===== src/tcspq_pkg.sv =====
// Shared types and constants for the two-class strict-priority queue scheduler.
// Used by tcspq_ctrl, tcspq_datapath and the top level; no dependencies.
package tcspq_pkg;

    localparam int QUEUE_DEPTH = 16;
    localparam int PTR_W       = $clog2(QUEUE_DEPTH);
    localparam int CNT_W       = $clog2(QUEUE_DEPTH + 1);
    localparam int TURN_W      = 16;
    localparam int TAG_W       = 32;
    localparam int KIND_W      = 2;
    localparam int STATUS_W    = 3;

    // kind: bit 1 set means serve, else bit 0 picks the class (0 priority, 1 normal)
    localparam int KIND_SERVE_BIT = 1;
    localparam int KIND_CLASS_BIT = 0;

    typedef enum logic [STATUS_W-1:0] {
        ST_ENQUEUED    = 3'd0,
        ST_SERVED_PRIO = 3'd1,
        ST_SERVED_NORM = 3'd2,
        ST_EMPTY       = 3'd3,
        ST_FULL        = 3'd4
    } status_t;

    typedef struct packed {
        logic [TURN_W-1:0] turn;
        logic [TAG_W-1:0]  tag;
    } entry_t;

    // controller -> datapath
    typedef struct packed {
        logic capture;  // latch the input beat
        logic do_enq;   // push (or reject) and load result
        logic do_pop;   // read head of the winning ring, advance pointers
        logic do_empty; // load the both-empty result
        logic deliver;  // load the served result from read data
    } ctl_cmd_t;

    // datapath -> controller
    typedef struct packed {
        logic is_serve;
        logic any_avail;
        logic out_free;
    } dp_status_t;

endpackage


===== src/tcspq_ctrl.sv =====
// Sequencing controller for the strict-priority queue scheduler.
// Depends on tcspq_pkg; drives tcspq_datapath through ctl_cmd_t.
module tcspq_ctrl
    import tcspq_pkg::*;
(
    input  logic       clk,
    input  logic       rst_n,
    input  logic       s_tvalid,
    output logic       s_tready,
    input  dp_status_t dp_status,
    output ctl_cmd_t   cmd
);

    typedef enum logic [1:0] {
        S_IDLE,
        S_EXEC,
        S_FETCH
    } state_t;

    state_t state_reg;
    state_t state_next;

    always_comb
    begin
        cmd        = '0;
        state_next = state_reg;
        s_tready   = 1'b0;
        unique case (state_reg)
            S_IDLE:
            begin
                s_tready    = 1'b1;
                cmd.capture = s_tvalid;
                if (s_tvalid)
                begin
                    state_next = S_EXEC;
                end
            end
            S_EXEC:
            begin
                priority if (dp_status.is_serve && dp_status.any_avail)
                begin
                    // read data is registered; the result loads in S_FETCH once the output register is free
                    cmd.do_pop = 1'b1;
                    state_next = S_FETCH;
                end
                else if (dp_status.is_serve && dp_status.out_free)
                begin
                    cmd.do_empty = 1'b1;
                    state_next   = S_IDLE;
                end
                else if (!dp_status.is_serve && dp_status.out_free)
                begin
                    cmd.do_enq = 1'b1;
                    state_next = S_IDLE;
                end
                else
                begin
                    state_next = S_EXEC;
                end
            end
            S_FETCH:
            begin
                if (dp_status.out_free)
                begin
                    cmd.deliver = 1'b1;
                    state_next  = S_IDLE;
                end
            end
            default:
            begin
                state_next = S_IDLE;
            end
        endcase
    end

    always_ff @(posedge clk or negedge rst_n)
    begin
        if (!rst_n)
        begin
            state_reg <= S_IDLE;
        end
        else
        begin
            state_reg <= state_next;
        end
    end

endmodule


===== src/tcspq_datapath.sv =====
// Rings, pointers, turn counters and output register of the scheduler.
// Depends on tcspq_pkg; commanded by tcspq_ctrl.
module tcspq_datapath
    import tcspq_pkg::*;
(
    input  logic                clk,
    input  logic                rst_n,
    input  logic [KIND_W-1:0]   in_kind,
    input  logic [TAG_W-1:0]    in_tag,
    input  ctl_cmd_t            cmd,
    output dp_status_t          dp_status,
    input  logic                out_ready,
    output logic                out_valid,
    output logic [STATUS_W-1:0] out_status,
    output logic [TURN_W-1:0]   out_turn,
    output logic [TAG_W-1:0]    out_tag
);

    localparam int SUM_W = CNT_W + 1;

    entry_t prio_mem [QUEUE_DEPTH];
    entry_t norm_mem [QUEUE_DEPTH];

    logic [KIND_W-1:0] kind_reg;
    logic [TAG_W-1:0]  tag_reg;

    logic [PTR_W-1:0]  prio_head_reg, prio_head_next;
    logic [CNT_W-1:0]  prio_count_reg, prio_count_next;
    logic [TURN_W-1:0] prio_turn_reg, prio_turn_next;
    logic [PTR_W-1:0]  norm_head_reg, norm_head_next;
    logic [CNT_W-1:0]  norm_count_reg, norm_count_next;
    logic [TURN_W-1:0] norm_turn_reg, norm_turn_next;

    logic              pop_prio_reg;
    entry_t            rd_data_reg;

    logic              out_valid_reg, out_valid_next;
    status_t           out_status_reg, out_status_next;
    logic [TURN_W-1:0] out_turn_reg, out_turn_next;
    logic [TAG_W-1:0]  out_tag_reg, out_tag_next;

    logic              sel_prio;
    logic              prio_full, norm_full, sel_full;
    logic              prio_avail, norm_avail;
    logic [SUM_W-1:0]  prio_sum, norm_sum;
    logic [PTR_W-1:0]  prio_tail, norm_tail;
    logic [PTR_W-1:0]  prio_head_inc, norm_head_inc;
    logic              load;
    logic              push_prio, push_norm;

    assign sel_prio   = !kind_reg[KIND_CLASS_BIT];
    assign prio_full  = (prio_count_reg == CNT_W'(QUEUE_DEPTH));
    assign norm_full  = (norm_count_reg == CNT_W'(QUEUE_DEPTH));
    assign sel_full   = sel_prio ? prio_full : norm_full;
    assign prio_avail = (prio_count_reg != '0);
    assign norm_avail = (norm_count_reg != '0);

    // tail = (head + count) mod depth; the sum stays below twice the depth
    assign prio_sum  = SUM_W'(prio_head_reg) + SUM_W'(prio_count_reg);
    assign norm_sum  = SUM_W'(norm_head_reg) + SUM_W'(norm_count_reg);
    assign prio_tail = (prio_sum >= SUM_W'(QUEUE_DEPTH))
                     ? PTR_W'(prio_sum - SUM_W'(QUEUE_DEPTH)) : PTR_W'(prio_sum);
    assign norm_tail = (norm_sum >= SUM_W'(QUEUE_DEPTH))
                     ? PTR_W'(norm_sum - SUM_W'(QUEUE_DEPTH)) : PTR_W'(norm_sum);

    assign prio_head_inc = (prio_head_reg == PTR_W'(QUEUE_DEPTH - 1))
                         ? '0 : prio_head_reg + 1'b1;
    assign norm_head_inc = (norm_head_reg == PTR_W'(QUEUE_DEPTH - 1))
                         ? '0 : norm_head_reg + 1'b1;

    assign push_prio = cmd.do_enq && sel_prio && !prio_full;
    assign push_norm = cmd.do_enq && !sel_prio && !norm_full;

    assign load = cmd.do_enq || cmd.do_empty || cmd.deliver;

    assign dp_status.is_serve  = kind_reg[KIND_SERVE_BIT];
    assign dp_status.any_avail = prio_avail || norm_avail;
    assign dp_status.out_free  = !out_valid_reg || out_ready;

    always_comb
    begin
        prio_head_next  = prio_head_reg;
        prio_count_next = prio_count_reg;
        prio_turn_next  = prio_turn_reg;
        norm_head_next  = norm_head_reg;
        norm_count_next = norm_count_reg;
        norm_turn_next  = norm_turn_reg;

        if (push_prio)
        begin
            prio_count_next = prio_count_reg + 1'b1;
            prio_turn_next  = prio_turn_reg + 1'b1;
        end
        if (push_norm)
        begin
            norm_count_next = norm_count_reg + 1'b1;
            norm_turn_next  = norm_turn_reg + 1'b1;
        end
        if (cmd.do_pop)
        begin
            if (prio_avail)
            begin
                prio_head_next  = prio_head_inc;
                prio_count_next = prio_count_reg - 1'b1;
            end
            else
            begin
                norm_head_next  = norm_head_inc;
                norm_count_next = norm_count_reg - 1'b1;
            end
        end
    end

    always_comb
    begin
        out_valid_next  = out_valid_reg && !out_ready;
        out_status_next = out_status_reg;
        out_turn_next   = out_turn_reg;
        out_tag_next    = out_tag_reg;
        if (load)
        begin
            out_valid_next = 1'b1;
        end
        priority if (cmd.do_enq)
        begin
            out_tag_next = '0;
            if (sel_full)
            begin
                out_status_next = ST_FULL;
                out_turn_next   = '0;
            end
            else
            begin
                out_status_next = ST_ENQUEUED;
                out_turn_next   = sel_prio ? prio_turn_reg : norm_turn_reg;
            end
        end
        else if (cmd.do_empty)
        begin
            out_status_next = ST_EMPTY;
            out_turn_next   = '0;
            out_tag_next    = '0;
        end
        else if (cmd.deliver)
        begin
            out_status_next = pop_prio_reg ? ST_SERVED_PRIO : ST_SERVED_NORM;
            out_turn_next   = rd_data_reg.turn;
            out_tag_next    = rd_data_reg.tag;
        end
        else
        begin
            out_status_next = out_status_reg;
        end
    end

    always_ff @(posedge clk or negedge rst_n)
    begin
        if (!rst_n)
        begin
            prio_head_reg  <= '0;
            prio_count_reg <= '0;
            prio_turn_reg  <= TURN_W'(1);
            norm_head_reg  <= '0;
            norm_count_reg <= '0;
            norm_turn_reg  <= TURN_W'(1);
            out_valid_reg  <= 1'b0;
        end
        else
        begin
            prio_head_reg  <= prio_head_next;
            prio_count_reg <= prio_count_next;
            prio_turn_reg  <= prio_turn_next;
            norm_head_reg  <= norm_head_next;
            norm_count_reg <= norm_count_next;
            norm_turn_reg  <= norm_turn_next;
            out_valid_reg  <= out_valid_next;
        end
    end

    // payload registers
    always_ff @(posedge clk)
    begin
        if (cmd.capture)
        begin
            kind_reg <= in_kind;
            tag_reg  <= in_tag;
        end
        if (cmd.do_pop)
        begin
            pop_prio_reg <= prio_avail;
        end
        out_status_reg <= out_status_next;
        out_turn_reg   <= out_turn_next;
        out_tag_reg    <= out_tag_next;
    end

    // ring memories: one write port each, one registered read port shared by both
    always_ff @(posedge clk)
    begin
        if (push_prio)
        begin
            prio_mem[prio_tail] <= '{turn: prio_turn_reg, tag: tag_reg};
        end
    end

    always_ff @(posedge clk)
    begin
        if (push_norm)
        begin
            norm_mem[norm_tail] <= '{turn: norm_turn_reg, tag: tag_reg};
        end
    end

    always_ff @(posedge clk)
    begin
        if (cmd.do_pop)
        begin
            rd_data_reg <= prio_avail ? prio_mem[prio_head_reg] : norm_mem[norm_head_reg];
        end
    end

    assign out_valid  = out_valid_reg;
    assign out_status = out_status_reg;
    assign out_turn   = out_turn_reg;
    assign out_tag    = out_tag_reg;

    ap_prio_bound: assert property (@(posedge clk) disable iff (!rst_n)
        prio_count_reg <= CNT_W'(QUEUE_DEPTH) && norm_count_reg <= CNT_W'(QUEUE_DEPTH))
        else $error("ring count exceeds depth");

    ap_pop_nonempty: assert property (@(posedge clk) disable iff (!rst_n)
        cmd.do_pop |-> (prio_avail || norm_avail))
        else $error("pop issued with both rings empty");

    ap_no_overwrite: assert property (@(posedge clk) disable iff (!rst_n)
        load |-> (!out_valid_reg || out_ready))
        else $error("result register overwritten while held");

    ap_deliver_after_pop: assert property (@(posedge clk) disable iff (!rst_n)
        cmd.do_pop |=> !cmd.capture)
        else $error("new beat captured before served result delivered");

endmodule


===== src/two_class_strict_priority_queue_top.sv =====
// Channel   | Dir | tvalid/tready       | Payload
// s         | in  | s_tvalid/s_tready   | tuser = kind[1:0]; tdata = tag[31:0]
// m         | out | m_tvalid/m_tready   | tuser = status[2:0]; tdata = turn, out_tag
//
// An enqueue is accepted, then pushed; a serve that finds an entry is accepted, then
// reads the ring into the registered read port, then loads the result, and a serve
// with both rings empty is accepted, then loads the empty result. Both rings share
// one read port. Results wait in an output register, so a new beat is accepted while
// one is held; completion waits until that register frees.
// rst_n clears pointers, counts and turn counters (to 1); ring contents are not reset.
// Top level: instantiates tcspq_ctrl and tcspq_datapath; depends on tcspq_pkg.
module two_class_strict_priority_queue_top
    import tcspq_pkg::*;
(
    input  logic        clk,
    input  logic        rst_n,
    input  logic        s_tvalid,
    output logic        s_tready,
    input  logic [31:0] s_tdata,  // [31:0] tag
    input  logic [1:0]  s_tuser,  // [1:0] kind
    output logic        m_tvalid,
    input  logic        m_tready,
    output logic [47:0] m_tdata,  // [15:0] turn, [47:16] out_tag
    output logic [2:0]  m_tuser   // [2:0] status
);

    ctl_cmd_t          cmd;
    dp_status_t        dp_status;
    logic [TURN_W-1:0] res_turn;
    logic [TAG_W-1:0]  res_tag;

    tcspq_ctrl u_ctrl (
        .clk       (clk),
        .rst_n     (rst_n),
        .s_tvalid  (s_tvalid),
        .s_tready  (s_tready),
        .dp_status (dp_status),
        .cmd       (cmd)
    );

    tcspq_datapath u_dp (
        .clk        (clk),
        .rst_n      (rst_n),
        .in_kind    (s_tuser),
        .in_tag     (s_tdata),
        .cmd        (cmd),
        .dp_status  (dp_status),
        .out_ready  (m_tready),
        .out_valid  (m_tvalid),
        .out_status (m_tuser),
        .out_turn   (res_turn),
        .out_tag    (res_tag)
    );

    assign m_tdata = {res_tag, res_turn};

endmodule

===== config.mk =====
export PLATFORM = sky130hd
export DESIGN_NAME = two_class_strict_priority_queue_top
export DESIGN_NICKNAME = d
export VERILOG_FILES = /design/src/tcspq_pkg.sv /design/src/tcspq_ctrl.sv /design/src/tcspq_datapath.sv /design/src/two_class_strict_priority_queue_top.sv
export SDC_FILE = /design/constraint.sdc
export NUM_CORES = 2
export LEC_CHECK = 0
export BUFFER_PORTS_ARGS = -buffer_cell sky130_fd_sc_hd__clkbuf_2
export CAP_MARGIN = 10
export CORE_MARGIN = 3
export CORE_UTILIZATION = 65
export CTS_BUF_LIST = sky130_fd_sc_hd__clkbuf_8
export DETAILED_ROUTE_END_ITERATION = 12
export PLACE_DENSITY = 0.85
export SLEW_MARGIN = 20
export SYNTH_ARGS = -nofsm -noshare
export SYNTH_HDL_FRONTEND = slang
export SYNTH_SLANG_ARGS = --single-unit

===== constraint.sdc =====
create_clock -name clk -period 8.6 [get_ports clk]
set_input_delay 0.86 -clock clk [delete_from_list [all_inputs] [get_ports clk]]
set_output_delay 0.86 -clock clk [all_outputs]
set_load 0.01 [all_outputs]

Yosys cells after proc, flatten, opt, wreduce, memory -nomap -nowiden:

Memories as Yosys holds them, arrays and structs flattened.
Cells that the tools add are included.

* eq/ne operators: 8
* order comparisons: 2
* reductions and logical operators: 26
* add/sub/neg operators: 12
* bitwise operators: 1
* multiplexer cells: 44

Operators by type and width (number)
* $mux W16: 5
* $mux W48: 1
* $add A16 B1 Y16 const B: 2
* $mux W5: 6
* $mux W1: 18
* $mux W4: 4
* $mux W3: 5
* $add A4 B5 Y6: 2
* $ge A6 B5 Y1 const B: 2
* $add A5 B1 Y5 const B: 2
* $eq A5 B5 Y1 const B: 2
* $reduce_bool A5 Y1: 2
* $sub A5 B1 Y5 const B: 2
* $add A4 B1 Y4 const B: 2
* $eq A4 B4 Y1 const B: 2
* $logic_and A1 B1 Y1: 8
* $mux W2: 4
* $sub A4 B1 Y4 const B: 2
* $logic_not A1 Y1: 6
* $pmux W2 S3: 1
* $reduce_and A2 Y1: 3
* $logic_or A1 B1 Y1: 4
* $reduce_bool A3 Y1: 1
* $eq A2 B1 Y1 const B: 1
* 6 further kinds: 6

* output and inout port bits: 53
* word-level logic and storage cells: 111
* memories: 2
* bits in registers: 187
* input bits: 38
* memory bits (writable): 1536

Memories
* u_dp.norm_mem: depth 16, width 48, read ports 1, clocked after memory_dff 0, wr ports 1, line tcspq_datapath.sv:22 `entry_t norm_mem [QUEUE_DEPTH];`
* u_dp.prio_mem: depth 16, width 48, read ports 1, clocked after memory_dff 0, wr ports 1, line tcspq_datapath.sv:21 `entry_t prio_mem [QUEUE_DEPTH];`

Logic depth before layout (Yosys ltp):

* depth in word-level cells: 12
* gate-level depth with buffers: 9
* gate-level depth less buffers: 7

By module:

From an unflattened synthesis, not the netlist that was laid out.

* cell total of the unflattened synthesis: 3094
* area, all modules: 65401.5 um2

Modules (own cells, without submodules)
* tcspq_datapath: area an instance 65266.3 um2, sequential area each 51106.5 um2, cells each 3079, instances 1
* tcspq_ctrl: area an instance 135.1 um2, sequential area each 50.0 um2, cells each 15, instances 1

Worst setup path before layout:

Ideal clock, no wire load.

* path kind: input port to flip-flop
* start point: input m_tready
* end point: memory u_dp.prio_mem[0][0] (netlist bit) (enable)
* path buffers: 1
* data required time: 8087 ps
* setup time: 513 ps
* arrival: 5266 ps
* slack: 2822 ps
* stages on the path: 5
* path through: nor2b_1 > clkbuf_1 > or3_1 > or4_1 > nor3_1

* word-level cells in the longest chain between the ends: 10
* elaborated cells between the ends (all ways): 11
* those cells by class: mux: 6; reduce/logical: 5

RTL lines
* start: declaration: line two_class_strict_priority_queue_top.sv:22 `input logic m_tready,`
* $logic_or A1 B1 Y1 *: line tcspq_datapath.sv:78 `assign dp_status.out_free = !out_valid_reg || out_ready;`
* $logic_and A1 B1 Y1: line tcspq_ctrl.sv:51 `else if (!dp_status.is_serve && dp_status.out_free)`
* $mux W1: line tcspq_ctrl.sv:51
* $mux W1 *: line tcspq_ctrl.sv:46 `else if (dp_status.is_serve && dp_status.out_free)`
* $mux W1 *: line tcspq_ctrl.sv:40 `priority if (dp_status.is_serve && dp_status.any_avail)`
* $mux W3 *: line tcspq_ctrl.sv:28 `unique case (state_reg)`
* $logic_and A1 B1 Y1 * (2 in a row): line tcspq_datapath.sv:71 `assign push_prio = cmd.do_enq && sel_prio && !prio_full;`
* $mux W1 *: line tcspq_datapath.sv:200 `if (push_prio)`
* $mux W1 (implied by the code) *: line tcspq_datapath.sv:202 `prio_mem[prio_tail] <= '{turn: prio_turn_reg, tag: tag_reg};`
* end: declaration: line tcspq_datapath.sv:21

Mark *: on every way between the ends. The rest lies on a longest branch, timed or not.

Worst setup path in the final report:

* start point: register u_dp.norm_head_reg[1]
* end point: register u_dp.rd_data_reg[12] (netlist bit) (data pin)

* word-level cells in the longest chain between the ends: 2

RTL lines
* start: declaration: line tcspq_datapath.sv:30 `logic [PTR_W-1:0] norm_head_reg, norm_head_next;`
* start signal: assignment: line tcspq_datapath.sv:173 `norm_head_reg <= norm_head_next;`
* $mem_v2 Z16 W48
* $mux W48: line tcspq_datapath.sv:218 `rd_data_reg <= prio_avail ? prio_mem[prio_head_reg] : norm_mem[norm_head_reg];`
* end signal: assignment: line tcspq_datapath.sv:218
* end: declaration: line tcspq_datapath.sv:35 `entry_t rd_data_reg;`

No other way between the ends.
A chain may end at the register's enable or synchronous reset.

==> summary.md <==
| Metric | Value |
|---|---|
| Cell leakage power | `22.8 nW` |
| Met1 Use GR | `43.6%` |
| Peak VDD IR | `0.271 mV` |
| Syn Std Cell Area | `~66000 µm²` |
| Max incr delay on CP | `0.89 ns` |
| CP Max Fanout | `58` |
| Layout area overhead | `10.7%` |
| Hold WC Path Type | `input port to flop` |
| Number of gates resized after CTS | `0` |
| DR vias/cell | `7.17` |
| Switching share of power | `between 20 and 30%` |
| Die Height | `about 320 µm` |
| # fillers | `5246` |
| H-tree depth | `5` |
| Global routing usage on met2 | `48.4%` |
| Minimum clock period | `approximately 4 ns` |
| Most common cell after layout, fill and taps aside | `edfxtp_1` |
| Std cell rows | `116` |
| Largest net degree at the start of global routing | `154` |
| Initial antenna violation count | `3` |
| Starting Density | `65.8%` |
| Setup Crit Path Kind | `flop to flop` |
| GR met3 Demand/Resource | `9.99%` |
| P per Cell Area | `287 nW/µm²` |
| CP Launch Type | `flop` |
| RSZ-0062 raised after global routing | `no` |
| Critical Path RT | `9.25 ns` |
| Cells after Synth | `3133` |
| Syn. warnings | `0` |
| Total CTS buffers | `280` |
| Final hold vios | `0` |
| Clock share of power | `30.4%` |
| Syn nets | `3187` |
| Max Buffers Root-to-Sink | `4` |
| # Post-CTS Setup Buffers | `0` |
| Max-slew violations | `0` |
| Die extent in x | `325 µm` |
| Final period util | `46.3%` |
| Net Switching | `0.00602 W` |
| Sequential Power Share | `between 40% and 50%` |
| Die area | `between 100000 and 150000 µm²` |
| Slew of the pin with the lowest slew margin | `1.24 ns` |
| Hold WS | `about 0.084 ns` |
| First-pass GRT wire length | `243000 µm` |
| Post-detail-place hpwl | `83200 µm` |
| Worst path most repeated cell | `buf_4` |
| Synthesized area per cell | `21.1 µm²` |
| Wirelength, routed | `approximately 170000 µm` |
| Clock Skew | `0.0810 ns` |
| Combinational share of power | `20.2%` |
| Buf+Inv Stages, Crit Path | `2` |
| Most frequent cells in the layout | `edfxtp_1 (1638), mux4_2 (384), clkbuf_8 (296)` |
| FF+latch count, synth | `between 1500 and 2000` |
| CTS root buf | `clkbuf_8` |
| CP delay by family, top | `buffers and inverters` |
| Critical path arrival | `4.63 ns` |
| Routability Congestion | `0.848` |
| Max-Cap Viols | `0` |
| Slew Limit Headroom | `17.4%` |
| Clock Latency Late Sink | `0.94 ns` |
| Avg WL per Cell | `33.7 µm` |
| Setup TNS | `0 ns` |
| Reg clk slew, reported paths | `0.06 ns` |
| Number of global-route vias before repair | `36200` |
| P_int | `approximately 0.015 W` |
| Nets@finish | `roughly 3400` |
| Most Crowded Layer GR | `met2` |
| Total gr overflow | `0` |
| Antenna-violating nets left | `0` |
| Initial DRC count | `5783` |
| Gr usage total | `between 30% and 40%` |
| TritonCTS clock tree | `yes` |
| Max Freq | `251 MHz` |
| Power after layout | `roughly 0.021 W` |
| Sink Count | `1723` |
| Outcome | `finished clean` |
| Via count | `35400` |
| Final Setup Violations | `0` |
| Ys flop type | `edfxtp_1` |
| First-pass DRT Iterations | `8` |
| Core footprint | `100000 µm²` |
| CP cell instances | `buf_4, buf_4, mux4_2, mux2_2, a211o_1` |
| I/O pin count | `91` |
| DRC viols | `0` |
| Yosys cell types | `56` |
| Post-synthesis sequential area ratio | `77.4%` |
| CP max stage cell | `buf_4` |
| FFs w/ async S/R, synth | `3.08%` |
| Port Buffers | `90` |
| Post-cts hold buffer count | `0` |
| EDFF count, synth | `1638` |
| Worst setup EP type | `flop` |
| Fraction of layout instances using a drive strength above 1 | `27.6%` |
logic make-up (layout without fill, tap and decap cells):
logic type | count (synthesis) | in the layout | synth area share (%)
AOI/OAI and AO/OA | 149 | 149 | 1.64
xor gates and xnor gates | 47 | 47 | 0.623
adders and majority gates | 16 | 16 | 0.326
buffers and inverters | 197 | 642 | 1.29
DFF | 1723 | 1723 | 77.4
muxes | 483 | 483 | 14.7
other | 0 | 1 | 0
and+or+nand+nor | 518 | 518 | 4.04
synthesized netlist by cell type (all sizes together), types with 32 or more instances:
cell type  instances  area share, %
nand3            213            1.6
clkbuf           115           0.65
a211o             48           0.64
a21oi             42           0.32
buf               73           0.58
nand4             66           0.62
mux2              50           0.85
dfrtp             51            1.9
dfxtp             32           0.97
mux4             384             13
mux2i             49           0.74
nand2             90           0.51
edfxtp          1638             74
xnor2             34           0.45
nor3              86           0.66
per-stage QoR:
stage	setup slack, ns	cells	utilization [%]	instance area, µm²
floorplan	2.82	3133	-	66100
global placement	4.56	4466	67.9	68200
detailed placement	4.41	4466	67.9	68200
CTS	4.52	4935	72.8	73100
global route	4.28	4936	72.8	73200
finish	4.62	4936	72.8	73200
layout make-up:
type | instances | area [µm²] | area share (%)
clock inverter | 173 | 828 | 1.13
inverter | 9 | 36.3 | 0.0496
sequential | 1723 | 51200 | 70.0
timing repair buffer | 164 | 1030 | 1.41
tap | 1357 | 1700 | 2.32
multi-input combinational | 1213 | 14300 | 19.6
antenna | 1 | 2.50 | 0.00342
clock buffer | 296 | 4070 | 5.57
final timing paths:
kind                                             from                endpoint  slack [ns]  cells after the start
worst min register to register       u_dp.out_tag[18]        u_dp.out_tag[18]        0.46                      2
min in group asynchronous                       rst_n  u_dp.norm_turn_reg[15]        0.15                      2
worst max register to register  u_dp.norm_head_reg[1]    u_dp.rd_data_reg[12]        4.62                      5
worst min-delay path                       s_tdata[5]         u_dp.tag_reg[5]        0.08                      1
max in group asynchronous                       rst_n   u_dp.prio_head_reg[1]        7.87                      2
worst max-delay path            u_dp.norm_head_reg[1]    u_dp.rd_data_reg[12]        4.62                      5
power by group through the flow:
stage	Combinational, W	Sequential (W)	Clock, W
CTS	0.00422	0.0104	0.00643
detailed placement	0.00413	0.0105	0
finish	0.00423	0.0104	0.00637
global route	0.00446	0.0104	0.00678
global placement	0.00395	0.0105	0
floorplan	0.00311	0.0102	0
metal layers:
| layer | share of wire, % | wire, µm |
|---|---|---|
| met2 | 47 | 78300 |
| met3 | 14 | 23900 |
| met5 | 0 | 0 |
| met4 | 4.8 | 7980 |
| met1 | 34 | 56200 |
Note: power is estimated with default switching activity, not from simulation.
